===== src/sv/lfa_pkg.sv =====
// shared constants and codes for the lowest free id allocator
package lfa_pkg;

  // default sizes
  localparam int NUM_IDS_DEF   = 64;
  localparam int MAX_DELAY_DEF = 64;

  // widest slice of the free map examined per search cycle
  localparam int SCAN_W_MAX = 32;

  // configuration register width floor and reset values
  localparam int CFG_REG_W = 7;
  localparam int DELAY_RST = 1;
  localparam int COUNT_RST = 64;

  // item kinds (any other code is an idle step)
  localparam logic [1:0] KIND_ALLOC   = 2'd0;
  localparam logic [1:0] KIND_RELEASE = 2'd1;

  // configuration register indexes
  localparam logic CFG_DELAY = 1'b0;
  localparam logic CFG_COUNT = 1'b1;

endpackage


===== src/sv/lfa_cell.sv =====
// one slot of the release quarantine ring
module lfa_cell #(
  parameter int IDW = 7
) (
  input  logic           clk,
  input  logic           rst,
  input  logic           step,
  input  logic           hit,
  input  logic           drop,
  input  logic [IDW-1:0] ins_id,
  input  logic           nb_valid,
  input  logic [IDW-1:0] nb_id,
  output logic           out_valid,
  output logic [IDW-1:0] out_id,
  output logic           due_valid,
  output logic [IDW-1:0] due_id
);

  logic           valid;
  logic [IDW-1:0] id;

  // contents after this step's return and insert, handed to the neighbour
  always_comb begin
    if (hit) begin
      out_valid = 1'b1;
      out_id    = ins_id;
    end else if (drop) begin
      out_valid = 1'b0;
      out_id    = '0;
    end else begin
      out_valid = valid;
      out_id    = id;
    end
  end

  assign due_valid = valid;
  assign due_id    = id;

  always_ff @(posedge clk) begin
    if (rst) begin
      valid <= 1'b0;
    end else if (step) begin
      valid <= nb_valid;
    end
  end

  always_ff @(posedge clk) begin
    if (step) begin
      id <= nb_id;
    end
  end

endmodule


===== src/sv/lfa_scan.sv =====
// lowest set bit of one free map slice below the id limit
module lfa_scan #(
  parameter int SW = 32,
  parameter int AW = 7
) (
  input  logic [SW-1:0] bits,
  input  logic [AW-1:0] base,
  input  logic [AW-1:0] limit,
  output logic          found,
  output logic [AW-1:0] pos
);

  always_comb begin
    found = 1'b0;
    pos   = '0;
    // walk downwards so the lowest hit wins
    for (int j = SW - 1; j >= 0; j--) begin
      if (bits[j] && ((base + AW'(j)) < limit)) begin
        found = 1'b1;
        pos   = base + AW'(j);
      end
    end
  end

endmodule


===== src/sv/lowest_free_id_allocator_delayed_release.sv =====
// top level: lowest free id allocator with a release quarantine ring
//
//  channel   signals                               direction  accepted when
//  --------  ------------------------------------  ---------  ----------------------
//  item in   start, busy, kind, release_id         in / out   start && !busy
//  result    done, granted_id, none_free           out        done (single cycle)
//  config    cfg_valid, cfg_ready, cfg_index,      in / out   cfg_valid && cfg_ready
//            cfg_data
//
// a release or idle item does not raise busy; the next item may follow at once
// an allocate holds busy while it searches, one free map slice
// of up to 32 ids examined per cycle, ending early at the first slice with a free
// id; done pulses on the cycle after the last one, with busy already low
// reset is synchronous: all ids free, ring empty, delay 1, count 64
// results cannot be stalled; each is shown for exactly one cycle
module lowest_free_id_allocator_delayed_release #(
  parameter int  NUM_IDS   = lfa_pkg::NUM_IDS_DEF,
  parameter int  MAX_DELAY = lfa_pkg::MAX_DELAY_DEF,
  localparam int IDW  = $clog2(NUM_IDS + 1),
  localparam int DW   = $clog2(MAX_DELAY + 1),
  localparam int CW0  = (DW > IDW) ? DW : IDW,
  localparam int CW   = (CW0 > lfa_pkg::CFG_REG_W) ? CW0 : lfa_pkg::CFG_REG_W
) (
  input  logic           clk,
  input  logic           rst,
  // item in
  input  logic           start,
  output logic           busy,
  input  logic [1:0]     kind,
  input  logic [IDW-1:0] release_id,
  // result
  output logic           done,
  output logic [IDW-1:0] granted_id,
  output logic           none_free,
  // configuration
  input  logic           cfg_valid,
  output logic           cfg_ready,
  input  logic           cfg_index,
  input  logic [CW-1:0]  cfg_data
);

  import lfa_pkg::*;

  // free map geometry
  localparam int SW     = (NUM_IDS < SCAN_W_MAX) ? NUM_IDS : SCAN_W_MAX;
  localparam int NCHUNK = (NUM_IDS + SW - 1) / SW;
  localparam int FW     = NCHUNK * SW;
  localparam int AW     = $clog2(FW + 1);
  localparam int FIW    = $clog2(FW);
  localparam int CIW    = (NCHUNK > 1) ? $clog2(NCHUNK) : 1;
  // ring position width
  localparam int PW     = (MAX_DELAY > 1) ? $clog2(MAX_DELAY) : 1;

  // control states
  localparam logic S_IDLE   = 1'b0;
  localparam logic S_SEARCH = 1'b1;

  logic           state;
  logic [CIW-1:0] chunk;

  logic [CW-1:0]  delay_reg;
  logic [CW-1:0]  count_reg;
  logic [DW-1:0]  eff_delay;
  logic [IDW-1:0] eff_count;

  // bit i marks id i+1 free; bits NUM_IDS and above are padding, always masked
  logic [FW-1:0]  free_map;

  logic           acc;
  logic           ret_valid;
  logic [IDW-1:0] ret_id;
  logic [AW-1:0]  ret_idx;
  logic [AW-1:0]  rid_idx;
  logic           rid_in_range;
  logic           rid_free;
  logic           rel_ok;
  logic [PW-1:0]  ins_off;
  logic [MAX_DELAY-1:0] hit;

  logic [MAX_DELAY-1:0] cell_v;
  logic [IDW-1:0]       cell_id [MAX_DELAY];

  logic [AW-1:0]  base;
  logic [AW:0]    next_base;
  logic [AW-1:0]  limit;
  logic           scan_found;
  logic [AW-1:0]  scan_pos;
  logic           last_chunk;

  assign cfg_ready = 1'b1;
  assign busy      = (state == S_SEARCH);
  assign acc       = start && !busy;

  // configuration registers, held raw and clamped on use
  always_ff @(posedge clk) begin
    if (rst) begin
      delay_reg <= CW'(DELAY_RST);
      count_reg <= CW'(COUNT_RST);
    end else if (cfg_valid && cfg_ready) begin
      unique case (cfg_index)
        CFG_DELAY: delay_reg <= cfg_data;
        CFG_COUNT: count_reg <= cfg_data;
        default: ;
      endcase
    end
  end

  always_comb begin
    if (delay_reg == '0) begin
      eff_delay = DW'(1);
    end else if (delay_reg > CW'(MAX_DELAY)) begin
      eff_delay = DW'(MAX_DELAY);
    end else begin
      eff_delay = delay_reg[DW-1:0];
    end
    if (count_reg == '0) begin
      eff_count = IDW'(1);
    end else if (count_reg > CW'(NUM_IDS)) begin
      eff_count = IDW'(NUM_IDS);
    end else begin
      eff_count = count_reg[IDW-1:0];
    end
  end

  // a delay of the full ring length lands back on the slot being emptied
  assign ins_off = (eff_delay == DW'(MAX_DELAY)) ? '0 : eff_delay[PW-1:0];

  // release check sees the free map after this step's return
  assign ret_idx      = AW'(ret_id) - AW'(1);
  assign rid_idx      = AW'(release_id) - AW'(1);
  assign rid_in_range = (release_id != '0) && (release_id <= eff_count);
  assign rid_free     = (rid_in_range && free_map[rid_idx[FIW-1:0]]) ||
                        (ret_valid && (ret_id == release_id));
  assign rel_ok       = acc && (kind == KIND_RELEASE) && rid_in_range && !rid_free;

  // quarantine ring: cell k holds what falls due k steps from now,
  // every step the row rotates one place towards cell 0
  for (genvar k = 0; k < MAX_DELAY; k++) begin : g_ring
    assign hit[k] = rel_ok && (ins_off == PW'(k));
    if (k == 0) begin : g_head
      lfa_cell #(
        .IDW(IDW)
      ) u_cell (
        .clk       (clk),
        .rst       (rst),
        .step      (acc),
        .hit       (hit[k]),
        .drop      (1'b1),
        .ins_id    (release_id),
        .nb_valid  (cell_v[(k + 1) % MAX_DELAY]),
        .nb_id     (cell_id[(k + 1) % MAX_DELAY]),
        .out_valid (cell_v[k]),
        .out_id    (cell_id[k]),
        .due_valid (ret_valid),
        .due_id    (ret_id)
      );
    end else begin : g_body
      lfa_cell #(
        .IDW(IDW)
      ) u_cell (
        .clk       (clk),
        .rst       (rst),
        .step      (acc),
        .hit       (hit[k]),
        .drop      (1'b0),
        .ins_id    (release_id),
        .nb_valid  (cell_v[(k + 1) % MAX_DELAY]),
        .nb_id     (cell_id[(k + 1) % MAX_DELAY]),
        .out_valid (cell_v[k]),
        .out_id    (cell_id[k]),
        .due_valid (),
        .due_id    ()
      );
    end
  end

  // slice search over the free map
  assign base       = AW'(chunk) * AW'(SW);
  assign next_base  = {1'b0, base} + (AW + 1)'(SW);
  assign limit      = AW'(eff_count);
  assign last_chunk = (chunk == CIW'(NCHUNK - 1)) || (next_base >= {1'b0, limit});

  lfa_scan #(
    .SW(SW),
    .AW(AW)
  ) u_scan (
    .bits  (free_map[base[FIW-1:0] +: SW]),
    .base  (base),
    .limit (limit),
    .found (scan_found),
    .pos   (scan_pos)
  );

  // control
  always_ff @(posedge clk) begin
    if (rst) begin
      state <= S_IDLE;
      chunk <= '0;
      done  <= 1'b0;
    end else begin
      done <= 1'b0;
      unique case (state)
        S_IDLE: begin
          if (acc && (kind == KIND_ALLOC)) begin
            state <= S_SEARCH;
            chunk <= '0;
          end
        end
        S_SEARCH: begin
          if (scan_found || last_chunk) begin
            state <= S_IDLE;
            done  <= 1'b1;
          end else begin
            chunk <= chunk + CIW'(1);
          end
        end
        default: state <= S_IDLE;
      endcase
    end
  end

  // result payload
  always_ff @(posedge clk) begin
    if ((state == S_SEARCH) && (scan_found || last_chunk)) begin
      granted_id <= scan_found ? IDW'(scan_pos + AW'(1)) : '0;
      none_free  <= !scan_found;
    end
  end

  // free map: returns land on accept, grants at the end of a search
  always_ff @(posedge clk) begin
    if (rst) begin
      free_map <= '1;
    end else begin
      if (acc && ret_valid) begin
        free_map[ret_idx[FIW-1:0]] <= 1'b1;
      end
      if ((state == S_SEARCH) && scan_found) begin
        free_map[scan_pos[FIW-1:0]] <= 1'b0;
      end
    end
  end

endmodule

===== config.mk =====
export PLATFORM = sky130hd
export DESIGN_NAME = lowest_free_id_allocator_delayed_release
export DESIGN_NICKNAME = d
export VERILOG_FILES = /design/src/sv/lfa_pkg.sv /design/src/sv/lfa_cell.sv /design/src/sv/lfa_scan.sv /design/src/sv/lowest_free_id_allocator_delayed_release.sv
export SDC_FILE = /design/constraint.sdc
export NUM_CORES = 1
export LEC_CHECK = 0
export BUFFER_PORTS_ARGS = -buffer_cell sky130_fd_sc_hd__buf_2
export CORE_UTILIZATION = 50
export DETAILED_ROUTE_END_ITERATION = 16
export GPL_TIMING_DRIVEN = 0
export PLACE_DENSITY_LB_ADDON = 0.12
export SYNTH_ARGS = -nofsm -noshare
export SYNTH_HDL_FRONTEND = slang
export SYNTH_SLANG_ARGS = --single-unit
export TNS_END_PERCENT = 10

===== constraint.sdc =====
create_clock -name clk -period 19.4 [get_ports clk]
set_clock_uncertainty 0.15 [all_clocks]
set_input_delay 5.82 -clock clk [delete_from_list [all_inputs] [get_ports clk]]
set_output_delay 5.82 -clock clk [all_outputs]
set_load 0.02 [all_outputs]

Word-level counts from Yosys, hierarchy flattened

Index checks and enable logic that the tools add are counted.

Input port bits: 21
Output and inout port bits: 11
Register bits: 601
Word-level logic and storage cells: 623

Muxes and demuxes: 212
Shift-type cells: 1
Bitwise logic cells: 5
Add/sub/neg operators: 36
Equality and inequality tests: 68
Order comparisons: 41
Reduce and logical (&&, ||, !) cells: 124

Operator list:

| kind                                                               | count |
|---|---|
| two-way mux 7 bit                                                  | 99 |
| less-than comparator 7 bit                                         | 31 |
| == test 6 bit (second input constant)                              | 32 |
| two-way mux 64 bit                                                 | 3 |
| adder 6 x 5 -> 7 bit (second input constant)                       | 16 |
| logical AND 1 bit                                                  | 109 |
| two-way mux 1 bit                                                  | 104 |
| == test 6 x 5 -> 1 bit (second input constant)                     | 16 |
| AND 64 bit                                                         | 1 |
| NOT 64 bit                                                         | 1 |
| OR 64 bit                                                          | 1 |
| indexed part select 64 x 7 -> 32 bit                               | 1 |
| adder 6 x 4 -> 7 bit (second input constant)                       | 8 |
| == test 6 x 4 -> 1 bit (second input constant)                     | 8 |
| adder 6 x 3 -> 7 bit (second input constant)                       | 4 |
| == test 6 x 3 -> 1 bit (second input constant)                     | 4 |
| less-than comparator 6 x 7 -> 1 bit (second input constant)        | 3 |
| adder 6 x 2 -> 7 bit (second input constant)                       | 2 |
| greater-than comparator 7 bit (second input constant)              | 2 |
| zero test 7 bit                                                    | 2 |
| demux 1 bit (select 6 bit)                                         | 2 |
| == test 6 x 2 -> 1 bit (second input constant)                     | 2 |
| greater-or-equal comparator 6 x 1 -> 1 bit (second input constant) | 2 |
| subtractor 6 x 1 -> 6 bit (second input constant)                  | 2 |
| 23 further kinds                                                   | 32 |

Depth between registers and ports, before layout

Gate-level depths: netlist (run 1).

Word-level depth: 44
Mapped depth: 18

Modules after synthesis

Synthesis (run 1) repeated with hierarchy kept, for this count alone.

Cells, all modules: 3,224
Area total of the unflattened synthesis: 35,580.4 um^2

Modules (own cells, without submodules):

| module                                   | cells an instance | area each (um^2) | times used |
|---|---|---|---|
| lfa_cell                                 | 23                | 346.6            | 64 |
| lfa_scan                                 | 1,060             | 7,594.8          | 1 |
| lowest_free_id_allocator_delayed_release | 692               | 5,804.3          | 1 |

Worst setup path before layout (run 1)

Ideal clock, no wire load.

Path type: input -> register
From: in start
To: reg g_ring[0].g_head.u_cell.valid
Setup slack: -0.856 ns
Arrival time: 19.415 ns
Buffers on the path: 3
Cell stages on the path: 6
Library setup time: 0.691 ns
Cell sequence: nand2b_1 clkbuf_1 clkinv_1 clkbuf_1 clkbuf_1 a311oi_1

Word-level cells in the longest chain between the ends: 6

RTL lines:

| element                         | RTL line                                        | RTL |
|---|---|---|
| start: declaration              | lowest_free_id_allocator_delayed_release.sv:27  | `input logic start,` |
| logical AND 1 bit (*)           | lowest_free_id_allocator_delayed_release.sv:92  | `assign acc = start && !busy;` |
| via acc                         | lowest_free_id_allocator_delayed_release.sv:69  | `logic acc;` |
| logical AND 1 bit (3 in series) | lowest_free_id_allocator_delayed_release.sv:134 | `assign rel_ok = acc && (kind == KIND_RELEASE) && rid_in_range && !rid_free;` |
| logical AND 1 bit               | lowest_free_id_allocator_delayed_release.sv:139 | `assign hit[k] = rel_ok && (ins_off == PW'(k));` |
| two-way mux 1 bit               | lfa_cell.sv:24                                  | `if (hit) begin` |
| end signal: assignment          | lfa_cell.sv:43                                  | `valid <= nb_valid;` |
| end: declaration                | lfa_cell.sv:19                                  | `logic valid;` |

The timed path passes the listed nets; every way through them passes the cells marked *.
A chain may end at the register's enable or synchronous reset.

==> results of run 1 <==
## stage by stage
stage                     hold slack, ns  area, µm²
after global placement             0.297      29100
after detailed placement           0.304      29200
final                              0.307      31300
after floorplan                    0.292      28000
after global routing               0.324      31300
after CTS                          0.301      31300
## worst max path at each step
stage / start / to / slack [ns] / depth (start not counted)
2_1_floorplan: start / g_ring[0].g_head.u_cell.due_valid$_SDFFE_PP0P_ / 6.31 / 6
3_3_place_gp: start / g_ring[11].g_body.u_cell.due_valid$_SDFFE_PP0P_ / 3.53 / 7
3_5_place_dp: release_id[0] / g_ring[42].g_body.u_cell.due_id[4]$_DFFE_PP_ / 8.13 / 13
4_1_cts: release_id[0] / g_ring[42].g_body.u_cell.due_id[5]$_DFFE_PP_ / 8.75 / 13
5_1_grt: release_id[0] / g_ring[42].g_body.u_cell.due_id[4]$_DFFE_PP_ / 8.48 / 13
6_report: release_id[0] / g_ring[42].g_body.u_cell.due_id[4]$_DFFE_PP_ / 8.63 / 13
## area by class of cell
class	count	area (µm²)	area share [%]
plain buffers	148	623	1.99
repair buffers	35	250	0.799
inverters	54	203	0.647
diodes	1	2.50	0.00799
well taps	748	936	2.99
clock buffers	79	1770	5.67
multi-input cells	1251	10600	33.9
clock inverters	38	323	1.03
flip-flops and latches	601	16600	53.0
## synth_stat cells, drive strengths merged (6+ instances only)
cell type	instances	share of area, %
a211oi	90	2.4
a21o	6	0.16
a21oi	89	1.6
a22oi	6	0.16
a311oi	36	1.1
a31oi	21	0.47
and3	10	0.22
and3b	13	0.41
buf	46	0.82
clkbuf	102	1.4
dfxtp	145	10
edfxtp	456	49
ha	15	0.67
inv	52	0.70
mux2	449	18
mux2i	25	0.89
mux4	21	1.7
nand2	43	0.59
nand2b	9	0.20
nand3	63	1.7
nand4	7	0.18
nor2	148	2.0
nor2b	13	0.29
nor3	30	0.54
nor4	18	0.52
o21ai	26	0.46
o31a	14	0.44
xnor2	13	0.41
## critical path, cell delays in order
cell and delay [ns]:
buf_2 0.34, inv_1 0.18, ha_1 0.32, clkbuf_1 0.47, buf_2 0.43, mux4_2 0.40
mux4_2 0.52, mux4_2 0.54, or3_4 0.39, nor2_1 0.28, buf_2 0.28, nand3_1 0.50
mux2_2 0.48
## kinds of logic (layout without fill, tap and decap cells)
| logic type | after synthesis | count (layout) | share of synthesized area, % |
|---|---|---|---|
| and+or+nand+nor | 386 | 386 | 7.56 |
| AOI/OAI and AO/OA | 340 | 340 | 8.47 |
| DFF | 601 | 601 | 59.3 |
| muxes | 495 | 495 | 20.6 |
| adders and majority gates | 15 | 15 | 0.670 |
| other | 1 | 2 | 0.0134 |
| xor gates and xnor gates | 14 | 14 | 0.438 |
| buffers and inverters | 202 | 354 | 2.91 |
## layout by cell type (no fill, tap or decap), drive strengths merged, types with 6 or more instances in the layout
| master | count |
|---|---|
| clkbuf | 181 |
| mux2 | 449 |
| and3 | 10 |
| and3b | 13 |
| nor2 | 148 |
| mux2i | 25 |
| nand2b | 9 |
| a211oi | 90 |
| clkinv | 27 |
| nand3 | 63 |
| nand4 | 7 |
| dfxtp | 145 |
| nand2 | 43 |
| a31oi | 21 |
| edfxtp | 456 |
| a22oi | 6 |
| mux4 | 21 |
| o31a | 14 |
| nor3 | 30 |
| nor4 | 18 |
| o21ai | 26 |
| nor2b | 13 |
| a21o | 6 |
| a21oi | 89 |
| ha | 15 |
| a311oi | 36 |
| xnor2 | 13 |
| inv | 58 |
| buf | 81 |
## metal layers
metal,track usage (%),share of wire (%),vias to the layer above
met5,0,0,-
met4,12.2,4.9,0
met3,3.90,5.0,170
met2,42.7,46,566
met1,36.6,44,9105
li1,-,-,8139
## power by group
group	total, mW	internal, mW	switching [mW]
clock network	1.24	0.710	0.530
registers	1.49	1.46	0.0239
logic	0.192	0.0697	0.122
==> impl_metrics.ini, run 1 <==
[pwr]
powerDensity_nw_per_um2 = 93.2
p_total_mw = 2.92
p_leak_nw = 10.5
irDropWorstVdd_v = 0.0000649

[cts]
cts_buffers = 66
holdBufCountCts = 0
cts_tree = done
cts_resized = 0
worstSkewPairLatency_ns = 0.62
cts_root_buf = clkbuf_16
clk_transition_reported_paths_ns = 0.06
clockBufferDepth = 3
postCtsSetupBuffers = 0
htreeDepth = 3
cts_sinks = 601

[placement]
gp_congestion = 0.987
pre_cts_slack_ns = 8.13
dp.cells = 2836
dp_hpwl_um = 52600
port-buffer-count = 27

[logic_synthesis]
async_reset_ff_share_pct = 0
syn-num-nets = 2090
syn_area_per_cell_um2 = 13.6
ys.flop_type = edfxtp_1
synthCells = 2054
synth-seq-area-share_pct = 59.3
synth_warnings = 0
syn_area_um2 = 28000
synth-edff-count = 456
synth.distinct_cells = 83
synth_seq_cells = 601

[timing]
fin_crit_ns = 10.77
hold_viol = 0
final.period_utilization_pct = 55.5
fin_ws_ns = 8.63
relSlewSlack_pct = 6.55
tightest_slew_ns = 1.39
tns_ns = 0
rsz0062_at_grt = false
max_freq_ghz = 0.0928
drv_slew = 0
setup_viol = 0

[hold_path]
holdPathEnd = g_ring[13].g_body.u_cell.due_valid$_SDFFE_PP0P_
holdCritPathClass = flop to flop
hold_path_depth = 2
worstHoldStart = g_ring[14].g_body.u_cell.due_valid$_SDFFE_PP0P_

[finish]
fillers = 4485
largest_reg_flops = 441
drive_gt1_share_pct = 29.4
nets = 2193
fin_util_pct = 56.7
stdcell_count = 2955
syn_to_final_growth_pct = 11.8

[worst_setup_path]
reg2reg_slack_ns = 12.39
crit_type = input pin to flop
rr_worst_depth = 15
required_ns = 19.60
crit-reg2reg-launch = chunk$_SDFFE_PP0P_
rr_endpoint = free_map[63]$_SDFF_PP1_
crit_path_end_kind = flop
critical_path_arrival_ns = 10.97
cp_max_fo = 10
critPathLaunchType = input pin

[outcome]
status = complete, no violations

[floorplanning]
fp-row-count = 86
io_pins = 32
die_h_um = 239
dieArea_um2 = 56900
die_x_um = 239
core-area_um2 = 55200
initial_utilization_pct = 50.7

[route]
wire_per_inst_um = 25.6
dr_total_vias = 17980
totalWireLength_um = 75500
initialDrtViolationCount = 1631
drc_errors = 0
vias_per_cell = 6.08
dr.pass1.iters = 7
antenna_left = 0

[global_route]
grt_pass1_vias = 17771
grt_antenna_before_repair = 1
grt_max_degree = 123
grt_pass1_wl_um = 114000
grtUsageTotal_pct = 26.9
overflow = 0

[run]
maxCapViolations = 0
(Power assumes the default switching activity.)
==> run 2, diff against run 1 <==
- clock period: 19.4 -> 9.8 ns (I/O delays scaled with it)
==> impl_metrics.ini, run 2 (synthesis results as in run 1) <==
[placement]
port-buffer-count = 27
dp.cells = 2834
place_area_um2 = 29200
gp_congestion = 0.959
dp_hpwl_um = 52900

[timing]
final.period_utilization_pct = 80.0
setup_viol = 0
tns_ns = 0
rsz0062_at_grt = false
hold_slack_ns = 0.307
hold_viol = 0
max_freq_ghz = 0.128
tightest_slew_ns = 1.44
relSlewSlack_pct = 2.87
drv_slew = 0
fin_crit_ns = 7.84

[worst_setup_path]
startpoint = release_id[0]
crit_path_end_kind = flop
path_depth = 13
cp_max_fo = 10
rr_worst_depth = 15
required_ns = 10.00
crit_path_end = g_ring[42].g_body.u_cell.due_id[3]$_DFFE_PP_
critical_path_buf_inv_count = 5
reg2reg_slack_ns = 3.00
crit-reg2reg-launch = chunk$_SDFFE_PP0P_
rr_endpoint = free_map[55]$_SDFF_PP1_
path_cells = buf_2, inv_1, ha_1, clkbuf_1, buf_2, mux4_2, mux4_2, mux4_2, or3_4, nor2_1, buf_2, nand3_1, mux2_2
slowest_stage = mux4_2
cp_top_family = multiplexers
slowest_delay_ns = 0.54
crit_type = input pin to flop
critical_path_arrival_ns = 8.03
critPathLaunchType = input pin

[floorplanning]
core-area_um2 = 55200
initial_utilization_pct = 50.7
fp-row-count = 86
dieArea_um2 = 56900
die_h_um = 239
io_pins = 32
die_x_um = 239

[finish]
nets = 2190
diodes = 0
stdcell_count = 2953
layout_common_cells = edfxtp_1, mux2_2, nor2_1, dfxtp_1, clkbuf_1
drive_gt1_share_pct = 29.3
final_cell_area_um2 = 31300
largest_reg_flops = 441
syn_to_final_growth_pct = 11.9
mostFrequentLayoutCell = edfxtp_1

[route]
vias_per_cell = 6.06
dr_total_vias = 17905
totalWireLength_um = 75500
dr.pass1.iters = 7
initialDrtViolationCount = 1600
antenna_left = 0
drc_errors = 0
wire_per_inst_um = 25.6

[global_route]
grt_antenna_before_repair = 2
overflow = 0
grt_pass1_vias = 17575
grt_pass1_wl_um = 113000
grtUsageTotal_pct = 26.8
grt_max_degree = 174

[cts]
cts_buffers = 66
holdBufCountCts = 0
cts_sinks = 601
cts_resized = 0
clk_transition_reported_paths_ns = 0.06
worstSkewPairLatency_ns = 0.60
cts_tree = done
htreeDepth = 3
postCtsSetupBuffers = 0
clockBufferDepth = 3
cts_root_buf = clkbuf_16

[pwr]
p_sw_mw = 1.31
powerDensity_nw_per_um2 = 185
power_frac_clock_pct = 42.7
seqPwrFrac_pct = 50.7
p_leak_nw = 10.5
p_int_mw = 4.49
irDropWorstVdd_v = 0.000136
combPwrFrac_pct = 6.6
p_sw_share_pct = 22.6

[run]
maxCapViolations = 0

[hold_path]
holdCritPathClass = flop to flop

[outcome]
status = complete, no violations
## run 2: cell count changes in the layout (fill, tap and decap cells not counted), sizes merged
| cell | change |
|---|---|
| bufinv | +2 |
| clkinv | -3 |
| buf | -3 |
| clkbuf | +5 |
| inv | -2 |
| diode | -1 |
## run 2: worst min-delay path by stage
stage | from | to | slack, ns | depth (start not counted)
global route | g_ring[44].g_body.u_cell.due_valid$_SDFFE_PP0P_ | g_ring[43].g_body.u_cell.due_valid$_SDFFE_PP0P_ | 0.33 | 2
detailed placement | g_ring[4].g_body.u_cell.due_valid$_SDFFE_PP0P_ | g_ring[3].g_body.u_cell.due_valid$_SDFFE_PP0P_ | 0.31 | 2
CTS | g_ring[4].g_body.u_cell.due_valid$_SDFFE_PP0P_ | g_ring[3].g_body.u_cell.due_valid$_SDFFE_PP0P_ | 0.31 | 2
global placement | g_ring[21].g_body.u_cell.due_valid$_SDFFE_PP0P_ | g_ring[20].g_body.u_cell.due_valid$_SDFFE_PP0P_ | 0.30 | 2
floorplan | g_ring[12].g_body.u_cell.due_valid$_SDFFE_PP0P_ | g_ring[11].g_body.u_cell.due_valid$_SDFFE_PP0P_ | 0.29 | 2
finish | g_ring[20].g_body.u_cell.due_valid$_SDFFE_PP0P_ | g_ring[19].g_body.u_cell.due_valid$_SDFFE_PP0P_ | 0.31 | 2
## run 2: power by group through the flow
stage | Sequential, mW | Combinational [mW] | Clock (mW)
global placement | 3.01 | 0.365 | 0
CTS | 2.94 | 0.380 | 2.52
global route | 2.96 | 0.413 | 2.61
detailed placement | 3.00 | 0.378 | 0
floorplan | 2.99 | 0.259 | 0
finish | 2.94 | 0.381 | 2.48
## run 2: stage by stage
stage / utilization, % / setup WS [ns] / power [mW]
2_1_floorplan: - / 2.19 / 3.25
3_3_place_gp: 52.7 / 0.360 / 3.38
3_5_place_dp: 52.9 / 1.42 / 3.37
4_1_cts: 56.7 / 2.04 / 5.84
5_1_grt: 56.8 / 1.83 / 5.98
6_report: 56.8 / 1.96 / 5.80
## run 2: layout make-up
class | count | area, µm²
multi-input combinational | 1251 | 10600
clock inverter | 35 | 353
inverter | 54 | 203
tap | 748 | 936
clock buffer | 84 | 1780
buffer | 148 | 634
timing repair buffer | 32 | 213
sequential | 601 | 16600
fill | 4543 | 23900
## run 2: tightest hold or removal path, cell delays in order (launching register included)
cell      delay (ns)
dfxtp_1         0.31
inv_1           0.05
a311oi_1        0.07
## run 2: routing by layer
metal / part of all wire (%) / GRT usage, %
met1: 44 / 36.5
met2: 48 / 43.6
met3: 4.8 / 3.19
met4: 3.6 / 10.9
met5: 0 / 0
